$ cat src/rtl/lpffp_pkg.sv
// shared types, codes and helper functions of the length-prefixed frame field parser
package lpffp_pkg;

  typedef enum logic [3:0] {
    PH_HEADER  = 4'b0001,
    PH_EXT     = 4'b0010,
    PH_PAYLOAD = 4'b0100,
    PH_HALTED  = 4'b1000
  } phase_t;

  typedef enum logic [2:0] {
    KIND_OPEN,
    KIND_CLOSE,
    KIND_STREAM,
    KIND_CONFIRM,
    KIND_UNKNOWN
  } kind_t;

  localparam logic [2:0] ROLE_NONE      = 3'd0;
  localparam logic [2:0] ROLE_BAUD      = 3'd1;
  localparam logic [2:0] ROLE_NAME_LEN  = 3'd2;
  localparam logic [2:0] ROLE_NAME_CHAR = 3'd3;
  localparam logic [2:0] ROLE_XFER_ID   = 3'd4;
  localparam logic [2:0] ROLE_DATA      = 3'd5;
  localparam logic [2:0] ROLE_OTHER     = 3'd6;

  localparam logic [2:0] STATUS_OK        = 3'd0;
  localparam logic [2:0] STATUS_SHORT     = 3'd1;
  localparam logic [2:0] STATUS_OVERRUN   = 3'd2;
  localparam logic [2:0] STATUS_UNKNOWN   = 3'd3;
  localparam logic [2:0] STATUS_TOO_LARGE = 3'd4;

  localparam logic [2:0] CFG_OPEN_CODE    = 3'd0;
  localparam logic [2:0] CFG_CLOSE_CODE   = 3'd1;
  localparam logic [2:0] CFG_STREAM_CODE  = 3'd2;
  localparam logic [2:0] CFG_CONFIRM_CODE = 3'd3;
  localparam logic [2:0] CFG_MAX_LENGTH   = 3'd4;

  localparam logic [2:0]  RST_OPEN_CODE    = 3'd0;
  localparam logic [2:0]  RST_CLOSE_CODE   = 3'd1;
  localparam logic [2:0]  RST_STREAM_CODE  = 3'd2;
  localparam logic [2:0]  RST_CONFIRM_CODE = 3'd3;
  localparam logic [31:0] RST_MAX_LENGTH   = 32'd65536;

  localparam logic [4:0] LEN_EXTENDED    = 5'd31;
  localparam logic [1:0] EXT_LAST_BYTE   = 2'd3;
  localparam logic [2:0] FIXED_OPEN      = 3'd6;
  localparam logic [2:0] FIXED_OTHER     = 3'd2;
  localparam logic [2:0] BAUD_BYTES      = 3'd4;
  localparam logic [2:0] XFER_ID_BYTES   = 3'd4;

  typedef struct packed {
    logic [2:0]  open_code;
    logic [2:0]  close_code;
    logic [2:0]  stream_code;
    logic [2:0]  confirm_code;
    logic [31:0] max_frame_length;
  } cfg_t;

  typedef struct packed {
    logic        valid;
    logic [2:0]  opcode;
    logic [31:0] length;
    logic [7:0]  value;
    logic [2:0]  role;
    logic [31:0] offset;
    logic        last;
    logic [2:0]  status;
  } result_t;

  // match order is open, close, stream, confirm
  function automatic kind_t kind_of(input logic [2:0] op, input cfg_t cfg);
    kind_t k;
    if (op == cfg.open_code) k = KIND_OPEN;
    else if (op == cfg.close_code) k = KIND_CLOSE;
    else if (op == cfg.stream_code) k = KIND_STREAM;
    else if (op == cfg.confirm_code) k = KIND_CONFIRM;
    else k = KIND_UNKNOWN;
    return k;
  endfunction

endpackage

$ cat src/rtl/lpffp_engine.sv
// parse state and per-byte role and status logic of the frame parser
module lpffp_engine (
  input  logic              clk,
  input  logic              rst,
  input  logic              fire,
  input  logic [7:0]        data,
  input  lpffp_pkg::cfg_t    cfg,
  output lpffp_pkg::result_t res
);
  import lpffp_pkg::*;

  phase_t      phase, phase_next;
  logic [1:0]  ext_count, ext_count_next;
  logic [2:0]  cur_opcode, cur_opcode_next;
  logic [31:0] decl_len, decl_len_next;
  logic [31:0] bytes_taken, bytes_taken_next;
  logic [15:0] name_len, name_len_next;

  logic [2:0]  op_eff;
  logic [31:0] len_eff;
  kind_t       kind;
  logic [2:0]  fixed;
  logic [2:0]  name_start;
  logic [16:0] name_end;
  logic [17:0] xfer_end;
  logic [2:0]  role;
  logic [15:0] name_len_new;
  logic [16:0] check_sum;
  logic [32:0] off_plus;
  logic        last;
  logic [2:0]  end_status;

  // opcode and length seen by this byte, header bytes included
  always_comb begin
    op_eff  = cur_opcode;
    len_eff = decl_len;
    if (phase == PH_HEADER) begin
      op_eff  = data[2:0];
      len_eff = (data[7:3] == LEN_EXTENDED) ? 32'd0 : {27'd0, data[7:3]};
    end else if (phase == PH_EXT) begin
      len_eff = {decl_len[23:0], data};
    end
  end

  assign kind       = kind_of(op_eff, cfg);
  assign fixed      = (kind == KIND_CLOSE) ? FIXED_OTHER : FIXED_OPEN;
  assign name_start = (kind == KIND_OPEN) ? FIXED_OPEN : FIXED_OTHER;
  assign name_end   = {14'd0, name_start} + {1'b0, name_len};
  assign xfer_end   = {1'b0, name_end} + {15'd0, XFER_ID_BYTES};

  always_comb begin
    if (kind == KIND_UNKNOWN) role = ROLE_OTHER;
    else if (kind == KIND_OPEN && bytes_taken < {29'd0, BAUD_BYTES}) role = ROLE_BAUD;
    else if (bytes_taken < {29'd0, name_start}) role = ROLE_NAME_LEN;
    else if (bytes_taken < {15'd0, name_end}) role = ROLE_NAME_CHAR;
    else if ((kind == KIND_STREAM || kind == KIND_CONFIRM) &&
             bytes_taken < {14'd0, xfer_end}) role = ROLE_XFER_ID;
    else if (kind == KIND_STREAM) role = ROLE_DATA;
    else role = ROLE_OTHER;
  end

  // the name length byte of this item already counts toward the end check
  assign name_len_new = (role == ROLE_NAME_LEN) ? {name_len[7:0], data} : name_len;
  assign check_sum    = {1'b0, name_len_new} + {14'd0, fixed};
  assign off_plus     = {1'b0, bytes_taken} + 33'd1;
  assign last         = off_plus >= {1'b0, decl_len};

  always_comb begin
    if (kind == KIND_UNKNOWN) end_status = STATUS_UNKNOWN;
    else if (decl_len < {29'd0, fixed}) end_status = STATUS_SHORT;
    else if ({15'd0, check_sum} > decl_len) end_status = STATUS_OVERRUN;
    else end_status = STATUS_OK;
  end

  always_comb begin
    phase_next       = phase;
    ext_count_next   = ext_count;
    cur_opcode_next  = cur_opcode;
    decl_len_next    = decl_len;
    bytes_taken_next = bytes_taken;
    name_len_next    = name_len;
    res              = '0;
    res.opcode       = op_eff;
    res.length       = len_eff;
    res.role         = ROLE_NONE;
    res.status       = STATUS_OK;
    case (phase)
      PH_HEADER, PH_EXT: begin
        cur_opcode_next = op_eff;
        decl_len_next   = len_eff;
        if (phase == PH_HEADER && data[7:3] == LEN_EXTENDED) begin
          phase_next     = PH_EXT;
          ext_count_next = 2'd0;
        end else if (phase == PH_EXT && ext_count != EXT_LAST_BYTE) begin
          ext_count_next = ext_count + 2'd1;
        end else if (len_eff > cfg.max_frame_length) begin
          phase_next = PH_HALTED;
          res.valid  = 1'b1;
          res.last   = 1'b1;
          res.status = STATUS_TOO_LARGE;
        end else begin
          bytes_taken_next = 32'd0;
          name_len_next    = 16'd0;
          if (len_eff == 32'd0) begin
            // empty frame: a known kind is always short here
            phase_next = PH_HEADER;
            res.valid  = 1'b1;
            res.last   = 1'b1;
            res.status = (kind == KIND_UNKNOWN) ? STATUS_UNKNOWN : STATUS_SHORT;
          end else begin
            phase_next = PH_PAYLOAD;
          end
        end
      end
      PH_PAYLOAD: begin
        name_len_next    = name_len_new;
        bytes_taken_next = off_plus[31:0];
        res.valid        = 1'b1;
        res.value        = data;
        res.role         = role;
        res.offset       = bytes_taken;
        res.last         = last;
        res.status       = last ? end_status : STATUS_OK;
        if (last) phase_next = PH_HEADER;
      end
      PH_HALTED: begin
      end
      default: begin
        phase_next = PH_HEADER;
      end
    endcase
  end

  always_ff @(posedge clk) begin
    if (rst) begin
      phase       <= PH_HEADER;
      ext_count   <= 2'd0;
      cur_opcode  <= 3'd0;
      decl_len    <= 32'd0;
      bytes_taken <= 32'd0;
      name_len    <= 16'd0;
    end else if (fire) begin
      phase       <= phase_next;
      ext_count   <= ext_count_next;
      cur_opcode  <= cur_opcode_next;
      decl_len    <= decl_len_next;
      bytes_taken <= bytes_taken_next;
      name_len    <= name_len_next;
    end
  end

endmodule

$ cat src/rtl/length_prefixed_frame_field_parser.sv
// top level of the length-prefixed frame field parser: input, config and result registers
//
//  channel | handshake          | payload
//  --------+--------------------+--------------------------------------------------
//  in      | in_valid/in_ready   | data_byte
//  out     | out_valid/out_ready | frame_opcode frame_length byte_value byte_role
//          |                    | byte_offset frame_last frame_status
//  cfg     | cfg_valid/cfg_ready | cfg_index cfg_data (always ready)
//
// one byte per cycle sustained unless a result stalls; a byte goes input register ->
// parse logic -> result register, loaded when the input register advances
// synchronous reset clears the parse state and the config registers to their defaults
// a stalled result holds the input register, and in_ready drops only while both are full
// after a too-large length every byte is still taken but gives no result until reset
module length_prefixed_frame_field_parser (
  input  logic        clk,
  input  logic        rst,
  input  logic        in_valid,
  output logic        in_ready,
  input  logic [7:0]  data_byte,
  output logic        out_valid,
  input  logic        out_ready,
  output logic [2:0]  frame_opcode,
  output logic [31:0] frame_length,
  output logic [7:0]  byte_value,
  output logic [2:0]  byte_role,
  output logic [31:0] byte_offset,
  output logic        frame_last,
  output logic [2:0]  frame_status,
  input  logic        cfg_valid,
  output logic        cfg_ready,
  input  logic [2:0]  cfg_index,
  input  logic [31:0] cfg_data
);
  import lpffp_pkg::*;

  cfg_t       cfg;
  logic       s1_valid;
  logic [7:0] s1_byte;
  logic       advance;
  result_t    res;

  assign cfg_ready = 1'b1;
  assign advance   = s1_valid && (!out_valid || out_ready);
  assign in_ready  = !s1_valid || advance;

  always_ff @(posedge clk) begin
    if (rst) begin
      cfg.open_code        <= RST_OPEN_CODE;
      cfg.close_code       <= RST_CLOSE_CODE;
      cfg.stream_code      <= RST_STREAM_CODE;
      cfg.confirm_code     <= RST_CONFIRM_CODE;
      cfg.max_frame_length <= RST_MAX_LENGTH;
    end else if (cfg_valid) begin
      case (cfg_index)
        CFG_OPEN_CODE:    cfg.open_code        <= cfg_data[2:0];
        CFG_CLOSE_CODE:   cfg.close_code       <= cfg_data[2:0];
        CFG_STREAM_CODE:  cfg.stream_code      <= cfg_data[2:0];
        CFG_CONFIRM_CODE: cfg.confirm_code     <= cfg_data[2:0];
        CFG_MAX_LENGTH:   cfg.max_frame_length <= cfg_data;
        default: begin
        end
      endcase
    end
  end

  always_ff @(posedge clk) begin
    if (rst) begin
      s1_valid <= 1'b0;
    end else if (in_ready) begin
      s1_valid <= in_valid;
    end
  end

  always_ff @(posedge clk) begin
    if (in_ready && in_valid) s1_byte <= data_byte;
  end

  lpffp_engine u_engine (
    .clk  (clk),
    .rst  (rst),
    .fire (advance),
    .data (s1_byte),
    .cfg  (cfg),
    .res  (res)
  );

  always_ff @(posedge clk) begin
    if (rst) begin
      out_valid <= 1'b0;
    end else if (advance) begin
      out_valid <= res.valid;
    end else if (out_ready) begin
      out_valid <= 1'b0;
    end
  end

  always_ff @(posedge clk) begin
    if (advance && res.valid) begin
      frame_opcode <= res.opcode;
      frame_length <= res.length;
      byte_value   <= res.value;
      byte_role    <= res.role;
      byte_offset  <= res.offset;
      frame_last   <= res.last;
      frame_status <= res.status;
    end
  end

endmodule

$ cat config.mk
export PLATFORM = sky130hd
export DESIGN_NAME = length_prefixed_frame_field_parser
export DESIGN_NICKNAME = d
export VERILOG_FILES = /design/src/rtl/lpffp_pkg.sv /design/src/rtl/lpffp_engine.sv /design/src/rtl/length_prefixed_frame_field_parser.sv
export SDC_FILE = /design/constraint.sdc
export NUM_CORES = 1
export LEC_CHECK = 0
export ABC_CLOCK_PERIOD_IN_PS = 14800
export CORE_UTILIZATION = 50
export DETAILED_ROUTE_END_ITERATION = 10
export DONT_BUFFER_PORTS = 1
export GPL_TIMING_DRIVEN = 0
export HOLD_SLACK_MARGIN = 0.05
export SLEW_MARGIN = 0
export SYNTH_ARGS = -nofsm -noshare
export SYNTH_HDL_FRONTEND = slang
export SYNTH_SLANG_ARGS = --single-unit
$ cat constraint.sdc
create_clock -name clk -period 14.8 [get_ports clk]
set_input_delay 0.74 -clock clk [delete_from_list [all_inputs] [get_ports clk]]
set_output_delay 0.74 -clock clk [all_outputs]
set_load 0.03 [all_outputs]
### Word-level counts from Yosys, hierarchy flattened

Index checks and enable logic that the tools add are counted.

| operators by class | value |
|---|---|
| add/subtract/negate cells | 5 |
| multipliers | 0 |
| div/mod/pow operators | 0 |
| $lt $le $gt $ge | 8 |
| equal/unequal tests | 24 |
| shifts and indexed selects | 0 |
| mux-type cells | 50 |
| bitwise logic cells | 1 |
| reduce and logical (&&, ||, !) cells | 28 |

Operators by type and width:

| cell | number |
|---|---|
| 32-bit 2-to-1 mux | 5 |
| 32-bit by 3-bit < comparator with 1-bit output | 2 |
| 16-bit 2-to-1 mux | 4 |
| 32-bit one-hot mux with 2 select lines | 1 |
| 3-bit 2-to-1 mux | 16 |
| 32-bit by 1-bit adder with 33-bit output, second input constant | 1 |
| 33-bit by 32-bit greater-or-equal comparator with 1-bit output | 1 |
| 17-bit by 32-bit > comparator with 1-bit output | 1 |
| 32-bit > comparator | 1 |
| 32-bit zero test | 1 |
| 32-bit by 17-bit < comparator with 1-bit output | 1 |
| 32-bit by 18-bit < comparator with 1-bit output | 1 |
| 32-bit by 3-bit < comparator with 1-bit output, second input constant | 1 |
| 4-bit 2-to-1 mux | 8 |
| 16-bit one-hot mux with 2 select lines | 1 |
| 17-bit by 3-bit adder with 18-bit output, second input constant | 1 |
| 16-bit by 3-bit adder with 17-bit output | 1 |
| 3-bit by 16-bit adder with 17-bit output | 1 |
| 3-bit by 2-bit == test with 1-bit output, second input constant | 5 |
| 3-bit == test | 4 |
| 4-bit one-hot mux with 3 select lines | 1 |
| 2-bit AND reduction | 6 |
| 2-bit 2-to-1 mux | 5 |
| 2-bit inequality test, second input constant | 4 |
| other kinds (24) | 43 |

| storage, ports and cells | value |
|---|---|
| register bits after elaboration | 225 |
| latch bits | 0 |
| RAM bits | 0 |
| memory bits (read-only) | 0 |
| input bits | 48 |
| output and inout bits | 85 |
| word-level logic and storage cells | 137 |
| memories kept | 0 |

### Logic depth before layout (Yosys ltp)

| logic depth | value |
|---|---|
| word-level depth | 27 |
| mapped depth | 28 |
| mapped depth without buffers | 24 |

### Hierarchy

A second synthesis with hierarchy kept.

| unflattened totals | value |
|---|---|
| cells, all modules | 1613 |
| area, all modules | 14467.6 µm² |

Modules (own cells, without submodules):

| module | times used | cells an instance | area an instance (µm²) | sequential area each (µm²) |
|---|---|---|---|---|
| lpffp_engine | 1 | 1326 | 9745.6 | 1781.7 |
| length_prefixed_frame_field_parser | 1 | 287 | 4722.0 | 3623.5 |

### Worst setup path before layout

No wires, ideal clock.

| timing | value |
|---|---|
| path type | reg2reg |
| from | reg u_engine.phase[1] |
| to | reg byte_offset[0] (enable) |
| setup time | 0.523 ns |
| arrival | 6.511 ns |
| required time | 14.277 ns |
| path slack | 7.766 ns |
| stages on the path, launching flop included | 16 |
| buffers on the path | 3 |
| cell sequence | dfxtp_1 > buf_2 > buf_1 > clkbuf_1 > nor2_1 > a31oi_1 > a2bb2oi_1 > inv_1 > ha_1 > nand4_1 > or2_2 > a211oi_1 > o211ai_1 > a31oi_1 > nor2_1 > nor2_1 |

RTL lines:

| element | RTL line | RTL |
|---|---|---|
| start, declared | lpffp_engine.sv:12 | `phase_t phase, phase_next;` |
| start signal, assigned | lpffp_engine.sv:143 | `phase <= phase_next;` |
| end signal, assigned | length_prefixed_frame_field_parser.sv:104 | `byte_offset <= res.offset;` |
| end, declared | length_prefixed_frame_field_parser.sv:27 | `output logic [31:0] byte_offset,` |

==> metrics.yaml <==
outcome:
  status: "finished, final reports clean"
critical_path:
  slowest_stage: "mux2i_1"
  critPathArrivalTime_ns: 7.59
  path_class: "reg2reg"
  endpoint_kind: "register"
  critPathRequiredTime_ns: 15.05
  path_buf_inv: 4
  cp-start-kind: "register"
  cpPeakStageDelay_ns: 0.49
  path_max_fanout: 10
  crit_family: "simple AND/OR/NAND/NOR gates"
final_layout:
  fin_util_pct: 56.9
  stdcell_count: 2019
  final_area_mm2: 0.0155
  fin_nets: 1795
  syn_to_final_growth_pct: 10.5
  diodes: 0
  drive_above_1_share_pct: 4.98
  n_fill_cell: 2512
place:
  dpl_cell_area_mm2: 0.0145
  portBuffers: 0
  place_inst: 1971
  gp_congestion: 0.958
  place_hpwl_um: 32400
sta:
  clock.fmax_mhz: 136
  skew_ns: 0.0196
  hold_violations: 0
  layout_worst_path_cycle_share_pct: 49.6
  finalSetupTns_ns: 0
  holdWs_ns: 0.288
  tightest_slew_ns: 1.15
  finalSetupViolations: 0
  slew_headroom_pct: 22.2
  rsz0062_at_grt: "false"
  final_max_slew_viol_count: 0
  min_period_ns: 7.34
power:
  p_leak_uw: 0.00578
  vdd.ir_drop.worst_uv: 80.4
  power_density_mw_per_mm2: 117
drt:
  wirelength_um: 42800
  vias: 12100
  drt_iter0_drc: 1087
  wl_per_cell_um: 21.2
  drc: 0
  via_per_inst: 6.01
  drtAntennaViolNets: 0
  drt_pass1_iterations: 5
floorplanning:
  rows: 60
  die_w_um: 170
  io_pins: 133
  core_mm2: 0.0273
  die_y_um: 170
  initial_core_util_pct: 51.5
  die-area_mm2: 0.0287
clock_tree:
  cts_tree: "done"
  hold_buffers: 0
  numCtsBuffers: 26
  cts_setup_buffers: 0
  cts_resized: 0
  clk_path_buf_depth: 3
  clk_latency_ns: 0.55
  cts_max_level: 1
  clkTransAtPathRegs_ns: 0.06
  cts.sinks: 225
  cts-root-buf: "clkbuf_16"
synth:
  yosysSeqAreaShare_pct: 38.5
  syn_area_mm2: 0.0140
  synth_edf_count: 90
  yosys_warnings: 0
  ys_ff_latch: 225
  synth_ff_type: "dfxtp_1"
  async_reset_ff_share_pct: 0
  synth_cell_type_count: 78
  syn_inst: 1596
  syn_avg_cell_area_um2: 8.79
global_route:
  grt_pass1_wl_um: 65700
  antenna_found_initial: 0
  grt_pass1_vias: 11300
  gr-total-overflow: 0
  groute.usage.overall_pct: 29.8
  grt_max_degree: 35
worst_hold_path:
  hold_class: "in2reg"
job:
  drv_cap: 0
[where the power goes]
| group | internal, uW | switching [uW] | total (uW) |
|---|---|---|---|
| Clock | 451 | 270 | 721 |
| Sequential | 678 | 48.3 | 727 |
| Combinational | 121 | 239 | 360 |
[cell type report]
type / count / area [um2] / area share [%]
Multi-Input combinational cell: 1176 / 7880 / 50.8
Sequential cell: 225 / 5410 / 34.9
Clock buffer: 32 / 683 / 4.41
Tap cell: 372 / 465 / 3.00
Inverter: 102 / 383 / 2.47
Buffer: 94 / 373 / 2.41
Clock inverter: 16 / 272 / 1.75
Timing Repair Buffer: 2 / 40.0 / 0.258
[per-stage QoR]
| stage | worst slack (ns) | power, uW |
|---|---|---|
| 6_report | 7.46 | 1810 |
| 5_1_grt | 7.00 | 1880 |
| 4_1_cts | 7.53 | 1810 |
| 3_5_place_dp | 7.65 | 1090 |
| 3_3_place_gp | 4.99 | 1090 |
| 2_1_floorplan | 7.77 | 984 |
[layer usage]
metal / GRT usage (%) / share of wire [%] / vias up
li1: - / - / 5818
met1: 41.4 / 45 / 5791
met2: 47.9 / 46 / 460
met3: 4.36 / 7.1 / 72
met4: 8.30 / 2.3 / 0
met5: 0 / 0 / -
[synthesized netlist by cell type, types with 11 or more instances]
cell	n	share of area, %
a211oi_1	32	1.7
a21o_1	34	1.8
a21oi_1	115	4.1
a31oi_1	31	1.4
a32o_1	13	0.93
and2_1	38	1.7
clkbuf_1	74	2.0
dfxtp_1	135	19
edfxtp_1	90	19
ha_1	119	11
inv_1	101	2.7
mux2i_1	33	2.4
nand2_1	170	4.5
nand2b_1	16	0.71
nand3_1	41	1.5
nand4_1	36	1.6
nor2_1	145	3.9
nor2b_1	24	1.1
nor3_1	27	0.96
nor4_1	25	1.1
o21a_1	11	0.59
o21ai_0	42	1.5
o2bb2ai_1	16	1.0
o32ai_1	12	0.75
xnor2_1	48	3.0
xor2_1	33	2.1
[flip-flops by register name, indices dropped and copies added (netlist names)]
name                  flops
u_engine.decl_len        32
byte_offset              32
s1_byte                   8
u_engine.ext_count        2
u_engine.cur_opcode       3
byte_role                 3
u_engine.bytes_taken     32
frame_status              3
u_engine.phase            4
frame_opcode              3
cfg                      44
frame_length             32
s1_valid                  1
out_valid                 1
byte_value                8
u_engine.name_len        16
frame_last                1
[path summary, 6_finish.rpt]
path	start	cells past startpoint	endpoint	slack (ns)
worst max-delay path	u_engine.phase[0]	26	frame_status[1]	7.46
worst min-delay path	data_byte[4]	0	s1_byte[4]	0.29
worst max register to register	u_engine.phase[0]	26	frame_status[1]	7.46
worst min register to register	cfg[24]	2	cfg[24]	0.45
[cell families after synthesis]
group	after synthesis	share of synthesized area, %
flops	225	38.5
fa+ha+maj	120	10.8
xor+xnor	81	5.06
simple gates	567	19.7
other cells	1	0.0267
buf+inv	196	5.39
compound gates	368	17.8
mux	38	2.76
[cells in the final DEF (no fill, tap or decap), types with 34 or more instances in the layout]
cell type	instances
nand4_1	36
nand2_1	170
ha_1	119
a21o_1	34
and2_1	38
o21ai_0	42
nor2_1	144
xnor2_1	48
clkbuf_1	79
nand3_1	41
inv_1	101
edfxtp_1	90
a21oi_1	115
dfxtp_1	135
Power figures use the tool's default switching activity.
